==> src/sv/b64cd_pkg.sv <==
// ----------------------------------------------------------------------------
// b64cd_pkg
// Shared types, constants and the alphabet lookup of the Base64 credential
// decoder.
// ----------------------------------------------------------------------------
package b64cd_pkg;

	localparam logic [7:0] CH_CR  = 8'd13;
	localparam logic [7:0] CH_LF  = 8'd10;
	localparam logic [7:0] CH_SEP = 8'h3A;
	localparam int unsigned MAX_BYTES = 3;

	typedef struct packed {
		logic [7:0] decoded_byte;
		logic       byte_present;
		logic       is_separator;
		logic       end_of_run;
		logic       length_error;
	} result_t;

	// up to three results produced by one character
	typedef struct packed {
		logic [1:0]                    count;
		result_t [MAX_BYTES-1:0]       res;
	} bundle_t;

	typedef struct packed {
		logic full;
		logic pend;
	} buf_stat_t;

	// bit 6 set marks a character outside the alphabet
	function automatic logic [6:0] sextet_of(input logic [7:0] c);
		logic [7:0] d;
		d = 8'd0;
		if (c >= 8'h41 && c <= 8'h5A) begin
			d = c - 8'h41;
		end else if (c >= 8'h61 && c <= 8'h7A) begin
			d = c - 8'h61 + 8'd26;
		end else if (c >= 8'h30 && c <= 8'h39) begin
			d = c - 8'h30 + 8'd52;
		end else if (c == 8'h2B) begin
			d = 8'd62;
		end else if (c == 8'h2F) begin
			d = 8'd63;
		end else begin
			d = 8'd64;
		end
		return d[6:0];
	endfunction

endpackage

==> src/sv/b64cd_char_if.sv <==
// ----------------------------------------------------------------------------
// b64cd_char_if
// Character channel: one encoded character per word.
// ----------------------------------------------------------------------------
interface b64cd_char_if;
	logic       valid;
	logic       ready;
	logic [7:0] text_char;
	logic       final_char;

	modport source (output valid, output text_char, output final_char, input ready);
	modport sink   (input valid, input text_char, input final_char, output ready);
endinterface

==> src/sv/b64cd_byte_if.sv <==
// ----------------------------------------------------------------------------
// b64cd_byte_if
// Result channel: one decoded byte with its flags per word.
// ----------------------------------------------------------------------------
interface b64cd_byte_if;
	logic       valid;
	logic       ready;
	logic [7:0] decoded_byte;
	logic       byte_present;
	logic       is_separator;
	logic       end_of_run;
	logic       length_error;

	modport source (output valid, output decoded_byte, output byte_present,
		output is_separator, output end_of_run, output length_error, input ready);
	modport sink   (input valid, input decoded_byte, input byte_present,
		input is_separator, input end_of_run, input length_error, output ready);
endinterface

==> src/sv/b64cd_decode.sv <==
// ----------------------------------------------------------------------------
// b64cd_decode
// Group state and single-pass decode of one character into up to three
// result words.
// ----------------------------------------------------------------------------
module b64cd_decode (
	input  logic                clk,
	input  logic                arst_n,
	input  logic                accept,
	input  logic [7:0]          text_char,
	input  logic                final_char,
	output b64cd_pkg::bundle_t  bundle
);

	logic [1:0]  pos_q;
	logic [17:0] acc_q;
	logic        stop_q;
	logic        split_q;
	logic [1:0]  cnt_q;

	logic [1:0]  pos_d;
	logic [17:0] acc_d;
	logic        stop_d;
	logic        split_d;
	logic [1:0]  cnt_d;

	always_comb begin
		logic        crlf;
		logic [6:0]  s;
		logic        bad;
		logic [5:0]  v;
		logic [5:0]  a;
		logic [5:0]  b;
		logic [5:0]  cc;
		logic [7:0]  bytes [3];
		logic [1:0]  nb;
		logic [1:0]  n;
		logic        sf;
		crlf   = (text_char == b64cd_pkg::CH_CR) || (text_char == b64cd_pkg::CH_LF);
		s      = b64cd_pkg::sextet_of(text_char);
		bad    = s[6];
		v      = bad ? 6'd0 : s[5:0];
		a      = acc_q[17:12];
		b      = acc_q[11:6];
		cc     = acc_q[5:0];
		bytes[0] = 8'd0;
		bytes[1] = 8'd0;
		bytes[2] = 8'd0;
		nb     = 2'd0;
		pos_d  = pos_q;
		acc_d  = acc_q;
		stop_d = stop_q;
		cnt_d  = crlf ? cnt_q : cnt_q + 2'd1;

		if (!crlf && !stop_q) begin
			case (pos_q)
				2'd0: begin
					acc_d = {12'd0, v};
					pos_d = 2'd1;
				end
				2'd1: begin
					if (bad) begin
						bytes[0] = {cc, 2'b00};
						nb       = 2'd1;
						stop_d   = 1'b1;
					end else begin
						acc_d = {acc_q[11:0], v};
						pos_d = 2'd2;
					end
				end
				2'd2: begin
					if (bad) begin
						bytes[0] = {b, cc[5:4]};
						nb       = 2'd1;
						stop_d   = 1'b1;
					end else begin
						acc_d = {acc_q[11:0], v};
						pos_d = 2'd3;
					end
				end
				default: begin
					bytes[0] = {a, b[5:4]};
					bytes[1] = {b[3:0], cc[5:2]};
					bytes[2] = {cc[1:0], v};
					nb       = bad ? 2'd2 : 2'd3;
					stop_d   = stop_q | bad;
					acc_d    = 18'd0;
					pos_d    = 2'd0;
				end
			endcase
		end

		// first colon wins unless a zero byte shows up before it
		sf = split_q;
		for (int i = 0; i < b64cd_pkg::MAX_BYTES; i++) begin
			bundle.res[i].decoded_byte = bytes[i];
			bundle.res[i].byte_present = (2'(i) < nb);
			bundle.res[i].is_separator = 1'b0;
			bundle.res[i].end_of_run   = 1'b0;
			bundle.res[i].length_error = 1'b0;
			if ((2'(i) < nb) && !sf) begin
				if (bytes[i] == b64cd_pkg::CH_SEP) begin
					bundle.res[i].is_separator = 1'b1;
					sf = 1'b1;
				end else if (bytes[i] == 8'd0) begin
					sf = 1'b1;
				end
			end
		end
		split_d = sf;

		n = nb;
		if (final_char) begin
			if (nb == 2'd0) begin
				n = 2'd1;
			end
			for (int i = 0; i < b64cd_pkg::MAX_BYTES; i++) begin
				if (2'(i) == n - 2'd1) begin
					bundle.res[i].end_of_run   = 1'b1;
					bundle.res[i].length_error = (cnt_d != 2'd0);
				end
			end
			pos_d   = 2'd0;
			acc_d   = 18'd0;
			stop_d  = 1'b0;
			split_d = 1'b0;
			cnt_d   = 2'd0;
		end
		bundle.count = n;
	end

	always_ff @(posedge clk or negedge arst_n) begin
		if (!arst_n) begin
			pos_q   <= 2'd0;
			acc_q   <= 18'd0;
			stop_q  <= 1'b0;
			split_q <= 1'b0;
			cnt_q   <= 2'd0;
		end else if (accept) begin
			pos_q   <= pos_d;
			acc_q   <= acc_d;
			stop_q  <= stop_d;
			split_q <= split_d;
			cnt_q   <= cnt_d;
		end
	end

endmodule

==> src/sv/b64cd_outbuf.sv <==
// ----------------------------------------------------------------------------
// b64cd_outbuf
// Result register holding the words of one character, drained one word per
// handshake, with a second register taking the next character's words while
// the first one drains.
// ----------------------------------------------------------------------------
module b64cd_outbuf (
	input  logic                  clk,
	input  logic                  arst_n,
	input  logic                  load,
	input  b64cd_pkg::bundle_t    bundle,
	output logic                  can_load,
	output b64cd_pkg::buf_stat_t  stat,
	b64cd_byte_if.source          byte_ch
);

	b64cd_pkg::bundle_t bundle_s1;
	b64cd_pkg::bundle_t pend_q;
	logic [1:0]         idx_q;
	logic               full_q;
	logic               pend_full_q;
	logic               last;
	logic               done;
	logic               drain_free;
	b64cd_pkg::result_t cur;

	assign last       = (idx_q == bundle_s1.count - 2'd1);
	assign done       = full_q && last && byte_ch.ready;
	assign drain_free = !full_q || done;
	assign can_load   = !pend_full_q;
	assign stat       = '{full: full_q, pend: pend_full_q};
	assign cur        = bundle_s1.res[idx_q];

	assign byte_ch.valid        = full_q;
	assign byte_ch.decoded_byte = cur.decoded_byte;
	assign byte_ch.byte_present = cur.byte_present;
	assign byte_ch.is_separator = cur.is_separator;
	assign byte_ch.end_of_run   = cur.end_of_run;
	assign byte_ch.length_error = cur.length_error;

	always_ff @(posedge clk or negedge arst_n) begin
		if (!arst_n) begin
			idx_q       <= 2'd0;
			full_q      <= 1'b0;
			pend_full_q <= 1'b0;
		end else if (load && drain_free) begin
			idx_q  <= 2'd0;
			full_q <= 1'b1;
		end else if (load) begin
			// drain still busy: park the new words
			pend_full_q <= 1'b1;
			if (full_q && byte_ch.ready) begin
				idx_q <= idx_q + 2'd1;
			end
		end else if (done) begin
			idx_q       <= 2'd0;
			full_q      <= pend_full_q;
			pend_full_q <= 1'b0;
		end else if (full_q && byte_ch.ready) begin
			idx_q <= idx_q + 2'd1;
		end
	end

	always_ff @(posedge clk) begin
		if (load && drain_free) begin
			bundle_s1 <= bundle;
		end else if (done && pend_full_q) begin
			bundle_s1 <= pend_q;
		end
		if (load && !drain_free) begin
			pend_q <= bundle;
		end
	end

endmodule

==> src/sv/base64_credential_decoder_core.sv <==
// Result words are registered; the second register holds them while the first drains.
// Throughput: one character per cycle sustained; a completed group drains three words
// while the next characters of the following group are taken.
// Input waits only while the second result register is occupied, e.g. a closing word
// right behind a completed group stalls until that group drains, or under output back-pressure.
// Reset: arst_n clears group state and empties both result registers; no clearing pass.
// ----------------------------------------------------------------------------
// base64_credential_decoder_core
// Base64 credential decoder: characters in, decoded bytes out, with the
// username/password separator and a closing word per credential.
// ----------------------------------------------------------------------------
module base64_credential_decoder_core (
	input  logic          clk,
	input  logic          arst_n,
	b64cd_char_if.sink    char_ch,
	b64cd_byte_if.source  byte_ch
);

	b64cd_pkg::bundle_t   bundle;
	b64cd_pkg::buf_stat_t stat;
	logic                 can_load;
	logic                 accept;

	assign char_ch.ready = can_load;
	assign accept        = char_ch.valid && can_load;

	b64cd_decode u_decode (
		.clk        (clk),
		.arst_n     (arst_n),
		.accept     (accept),
		.text_char  (char_ch.text_char),
		.final_char (char_ch.final_char),
		.bundle     (bundle)
	);

	b64cd_outbuf u_outbuf (
		.clk       (clk),
		.arst_n    (arst_n),
		.load      (accept && (bundle.count != 2'd0)),
		.bundle    (bundle),
		.can_load  (can_load),
		.stat      (stat),
		.byte_ch   (byte_ch)
	);

	// a final character always produces a closing word
	a_final_gives_result: assert property (@(posedge clk) disable iff (!arst_n)
		(accept && char_ch.final_char) |=> byte_ch.valid)
		else $error("no result after final character");

	// no new character while the second result register is occupied
	a_hold_when_pending: assert property (@(posedge clk) disable iff (!arst_n)
		stat.pend |-> !char_ch.ready)
		else $error("input taken with words pending");

	// an empty word is only ever the closing word
	a_empty_is_closing: assert property (@(posedge clk) disable iff (!arst_n)
		(byte_ch.valid && !byte_ch.byte_present) |-> byte_ch.end_of_run)
		else $error("empty word without end of run");

	// length error only rides on the closing word
	a_error_on_close: assert property (@(posedge clk) disable iff (!arst_n)
		(byte_ch.valid && byte_ch.length_error) |-> byte_ch.end_of_run)
		else $error("length error off the closing word");

endmodule

==> src/flat_wrapper.sv <==
// flat-port wrapper written by rule: the top's interface ports become plain ports
module base64_credential_decoder_core_flat 
  (clk, arst_n, char_ch_valid, char_ch_text_char, char_ch_final_char, char_ch_ready, byte_ch_valid, byte_ch_decoded_byte, byte_ch_byte_present, byte_ch_is_separator, byte_ch_end_of_run, byte_ch_length_error, byte_ch_ready);
  b64cd_char_if char_ch_i ();
  b64cd_byte_if byte_ch_i ();
  input  logic clk;
  input  logic arst_n;
  input wire logic [$bits(char_ch_i.valid)-1:0] char_ch_valid;
  input wire logic [$bits(char_ch_i.text_char)-1:0] char_ch_text_char;
  input wire logic [$bits(char_ch_i.final_char)-1:0] char_ch_final_char;
  output wire logic [$bits(char_ch_i.ready)-1:0] char_ch_ready;
  output wire logic [$bits(byte_ch_i.valid)-1:0] byte_ch_valid;
  output wire logic [$bits(byte_ch_i.decoded_byte)-1:0] byte_ch_decoded_byte;
  output wire logic [$bits(byte_ch_i.byte_present)-1:0] byte_ch_byte_present;
  output wire logic [$bits(byte_ch_i.is_separator)-1:0] byte_ch_is_separator;
  output wire logic [$bits(byte_ch_i.end_of_run)-1:0] byte_ch_end_of_run;
  output wire logic [$bits(byte_ch_i.length_error)-1:0] byte_ch_length_error;
  input wire logic [$bits(byte_ch_i.ready)-1:0] byte_ch_ready;
  assign char_ch_i.valid = char_ch_valid;
  assign char_ch_i.text_char = char_ch_text_char;
  assign char_ch_i.final_char = char_ch_final_char;
  assign char_ch_ready = char_ch_i.ready;
  assign byte_ch_valid = byte_ch_i.valid;
  assign byte_ch_decoded_byte = byte_ch_i.decoded_byte;
  assign byte_ch_byte_present = byte_ch_i.byte_present;
  assign byte_ch_is_separator = byte_ch_i.is_separator;
  assign byte_ch_end_of_run = byte_ch_i.end_of_run;
  assign byte_ch_length_error = byte_ch_i.length_error;
  assign byte_ch_i.ready = byte_ch_ready;
  base64_credential_decoder_core u_core (.clk(clk), .arst_n(arst_n), .char_ch(char_ch_i), .byte_ch(byte_ch_i));
endmodule
==> config.mk <==
export PLATFORM = sky130hd
export DESIGN_NAME = base64_credential_decoder_core_flat
export DESIGN_NICKNAME = d
export VERILOG_FILES = /design/src/sv/b64cd_pkg.sv /design/src/sv/b64cd_char_if.sv /design/src/sv/b64cd_byte_if.sv /design/src/sv/b64cd_decode.sv /design/src/sv/b64cd_outbuf.sv /design/src/sv/base64_credential_decoder_core.sv /design/src/flat_wrapper.sv
export SDC_FILE = /design/constraint.sdc
export NUM_CORES = 1
export LEC_CHECK = 0
export ABC_AREA = 0
export ABC_CLOCK_PERIOD_IN_PS = 6700
export BUFFER_PORTS_ARGS = -buffer_cell sky130_fd_sc_hd__buf_2
export CAP_MARGIN = 10
export CELL_PAD_IN_SITES_DETAIL_PLACEMENT = 1
export CELL_PAD_IN_SITES_GLOBAL_PLACEMENT = 2
export CORE_AREA = 2 2 113 115
export CTS_CLUSTER_DIAMETER = 60
export CTS_CLUSTER_SIZE = 28
export DETAILED_ROUTE_END_ITERATION = 8
export DIE_AREA = 0 0 115 117
export PLACE_DENSITY = 0.9
export REMOVE_ABC_BUFFERS = 1
export SLEW_MARGIN = 10
export SYNTH_ARGS = -nofsm -noshare
export SYNTH_HDL_FRONTEND = slang
export SYNTH_SLANG_ARGS = --single-unit
==> constraint.sdc <==
create_clock -name clk -period 6.7 [get_ports clk]
set_input_delay 0.67 -clock clk [delete_from_list [all_inputs] [get_ports clk]]
set_output_delay 0.67 -clock clk [all_outputs]
set_load 0.005 [all_outputs]
==> results_dict.tcl <==
set metrics [dict create \
    die-area_sq_um 13460 \
    cts_buffers 9 \
    met3WireLength_um 389 \
    routed_via_density 5.988 \
    clock_latency_ns 0.35 \
    drt-met1-wl_um 6283 \
    ys_seq_elements 102 \
    async_reset_ff_share_pct 27.45 \
    path_max_fanout 43 \
    fin_crit_sh_pct 52.56 \
    final_util_pct 48.54 \
    grt_antenna_before_repair 0 \
    drive_above_1_share_pct 18.27 \
    grt_overflow 0 \
    cts_root_buffer "clkbuf_16" \
    initial_core_util_pct 43.98 \
    total_power_mw 2.018 \
    endpoint_kind "flop" \
    finalMaxSlewViolations 0 \
    vdd_ir_drop_max_v 0.0001342 \
    max_slew_margin_pct 28.00 \
    hpwlAfterDp_um 9884 \
    grt_max_degree 44 \
    pre_cts_slack_ns 2.846 \
    cts_tree "done" \
    grt_pass1_vias 4051 \
    vias 3946 \
    synth_area_sq_um 5415 \
    ant_nets 0 \
    post_cts_resized 0 \
    nets 530 \
    p_leak_nw 2.285 \
    tightest_slew_ns 1.078 \
    yosys.cell_types.count 63 \
    min_period_ns 3.521 \
    grt_pass1_wl_um 21910 \
    first_iter_violations 298 \
    pin_count 27 \
    finalSetupTns_ns 0 \
    crit_type "input pin to flop" \
    synth_fa_ha_area_share_pct 3.004 \
    synth_xor_area_share_pct 0.3235 \
    reg2reg_depth 10 \
    grt_use_total_pct 21.27 \
    hold_slack_ns 0.3470 \
    clkSinkCount 102 \
    worstSetupStartpoint "char_ch_text_char[1]" \
    cellPowerDensity_nw_per_um2 337.7 \
    rows 41 \
    ff2ff_setup_slack_ns 3.73 \
    synth-simple-area-share_pct 15.85 \
    coreArea_sq_um 12310 \
    dr.pass1.iters 5 \
    worstReg2RegStart "u_core.u_outbuf.idx_q[1]" \
    portBuffers 26 \
    max-cap-violations 0 \
    dr.max_layer_used "met4" \
    finalSetupViolCount 0 \
    critical_path_required_ns 6.69 \
    layout_setup_ws_ns 3.179 \
    worstPathArrival_ns 3.51 \
    routedWlPerCell_um 20.87 \
    finalWirelength_um 13760 \
    gp_congestion 0.9123 \
    ys.flop_type "edfxtp_1" \
    layout.filler_cells 1351 \
    clock_path_buffers 2 \
    synth_compound_area_share_pct 15.04 \
    wl_met2_um 6886 \
    fin_skew_ns 0.008515 \
    yosysWarnings 0 \
    drc_errors 0 \
    syn_area_per_cell_sq_um 11.17 \
    ys_seq_area_share_pct 53.97 \
    hold_buffers 0 \
    syn-instance-count 485 \
    fp.dieW_um 115 \
    insertedDiodeCount 0 \
    rsz0062_at_grt "no" \
    synth_edf_count 74 \
    startpoint_type "input pin" \
    die_h_um 117 \
    final-hold-violation-count 0 \
    hold_path_class "input pin to asynchronous set/reset pin" \
    status "complete, no violations" \
    synth_top_family_by_area "simple AND/OR/NAND/NOR gates" \
    areaGrowthSynthToFinish_pct 10.35 \
    fmax_ghz 0.2840 \
    muxShareOfSynthArea_pct 8.688 \
    path_clk_slew_ns 0.07 \
    cts_setup_buffers 0 \
    htree_levels 3 \
]
-- logic make-up after synthesis --
| logic type | after synthesis |
|---|---|
| AND/OR/NAND/NOR | 167 |
| AO/OA/AOI/OAI | 118 |
| flip-flops | 102 |
| multiplexers | 43 |
| buffers and inverters | 40 |
| adder cells (fa/ha/maj) | 13 |
| XOR/XNOR | 2 |
-- sequential cells by signal, summed over array words and instances (netlist names) --
signal and count:
u_core.u_decode.split_q 1, u_core.u_decode.cnt_q 2, u_core.u_outbuf.idx_q 2, u_core.u_decode.pos_q 2
u_core.u_decode.acc_q 18, u_core.u_outbuf.bundle_s1 37, u_core.u_outbuf.pend_full_q 1, u_core.u_outbuf.pend_q 37
u_core.u_outbuf.byte_ch.valid 1, u_core.u_decode.stop_q 1
-- critical path: stages --
cell       delay (ns)
buf_2            0.16
inv_1            0.11
ha_1             0.26
nor2b_1          0.16
a2bb2oi_2        0.40
a2111o_1         0.39
nand3_1          0.20
a21oi_1          0.22
nand2_1          0.08
buf_4            0.29
nand2_1          0.11
buf_4            0.42
-- area by class of cell --
| type | count | area, sq um | area share (%) |
|---|---|---|---|
| clock buffer | 10 | 229.0 | 3.832 |
| clock inverter | 6 | 70.07 | 1.173 |
| inverter | 16 | 60.06 | 1.005 |
| multi-input combinational | 343 | 2331 | 39.01 |
| sequential | 102 | 2923 | 48.91 |
| tap | 150 | 187.7 | 3.141 |
| timing repair buffer | 32 | 175.2 | 2.931 |
-- worst paths after layout --
| kind | end |
|---|---|
| max reg2reg | u_core.u_outbuf.bundle_s1[11] |
| min in group clk | u_core.u_decode.cnt_q[1] |
| min | u_core.u_outbuf.idx_q[0] |
| max | u_core.u_outbuf.bundle_s1[11] |
| min reg2reg | u_core.u_decode.cnt_q[1] |
| max in group asynchronous | u_core.u_decode.acc_q[16] |
-- layer usage --
metal,global-route usage (%),vias up
met3,2.369,15
met1,28.84,1999
met5,0,-
met4,6.024,0
li1,-,1862
met2,36.51,70
-- through the flow --
step | instance area (sq um) | std cells
detailed placement | 5677 | 643
global placement | 5677 | 643
global route | 5976 | 659
floorplan | 5306 | 461
finish | 5976 | 659
CTS | 5976 | 659
-- where the power goes --
group | switching (mW) | internal [mW] | total (mW)
clock network | 0.240 | 0.293 | 0.534
registers | 0.0531 | 0.825 | 0.878
logic | 0.387 | 0.220 | 0.606
-- cells in the final DEF, fill, tap and decap left out, drive strengths merged, types with 7 or more instances in the layout --
master,Yosys,layout
nand2b,11,11
a22oi,9,9
edfxtp,74,74
and3,17,17
nand2,45,45
a22o,15,15
mux2,32,32
dfrtp,28,28
and2,7,7
nor2,32,32
a21oi,20,20
ha,13,13
clkbuf,15,10
mux2i,11,11
nand3,13,13
buf,9,32
o21ai,37,37
inv,16,18
nor3,14,14
-- cells in the mapped netlist (3+ instances only) --
cell type   n  area share (%)
mux2i_1    11             2.0
nor4_1      3            0.35
or3_1       4            0.46
ha_1       13             3.0
edfxtp_1   74              41
nor3_1     14             1.3
o21ai_0    35             3.2
inv_1      15             1.0
dfrtp_1    28              13
o31ai_1     5            0.69
clkbuf_1   15             1.0
a21oi_1    19             1.8
a22o_1     15             2.4
and2_1      6            0.69
a211oi_1    5            0.69
nand2b_1   11             1.3
and3_1     17             2.0
nand4_1     4            0.46
nand2_1    45             3.1
mux2_2     32             6.7
nor2b_1     5            0.58
a22oi_1     9             1.2
nand3_1    12             1.1
a31oi_1     4            0.46
buf_2       6            0.55
nor2_1     32             2.2
No activity file was read; power rests on OpenSTA's default activity.
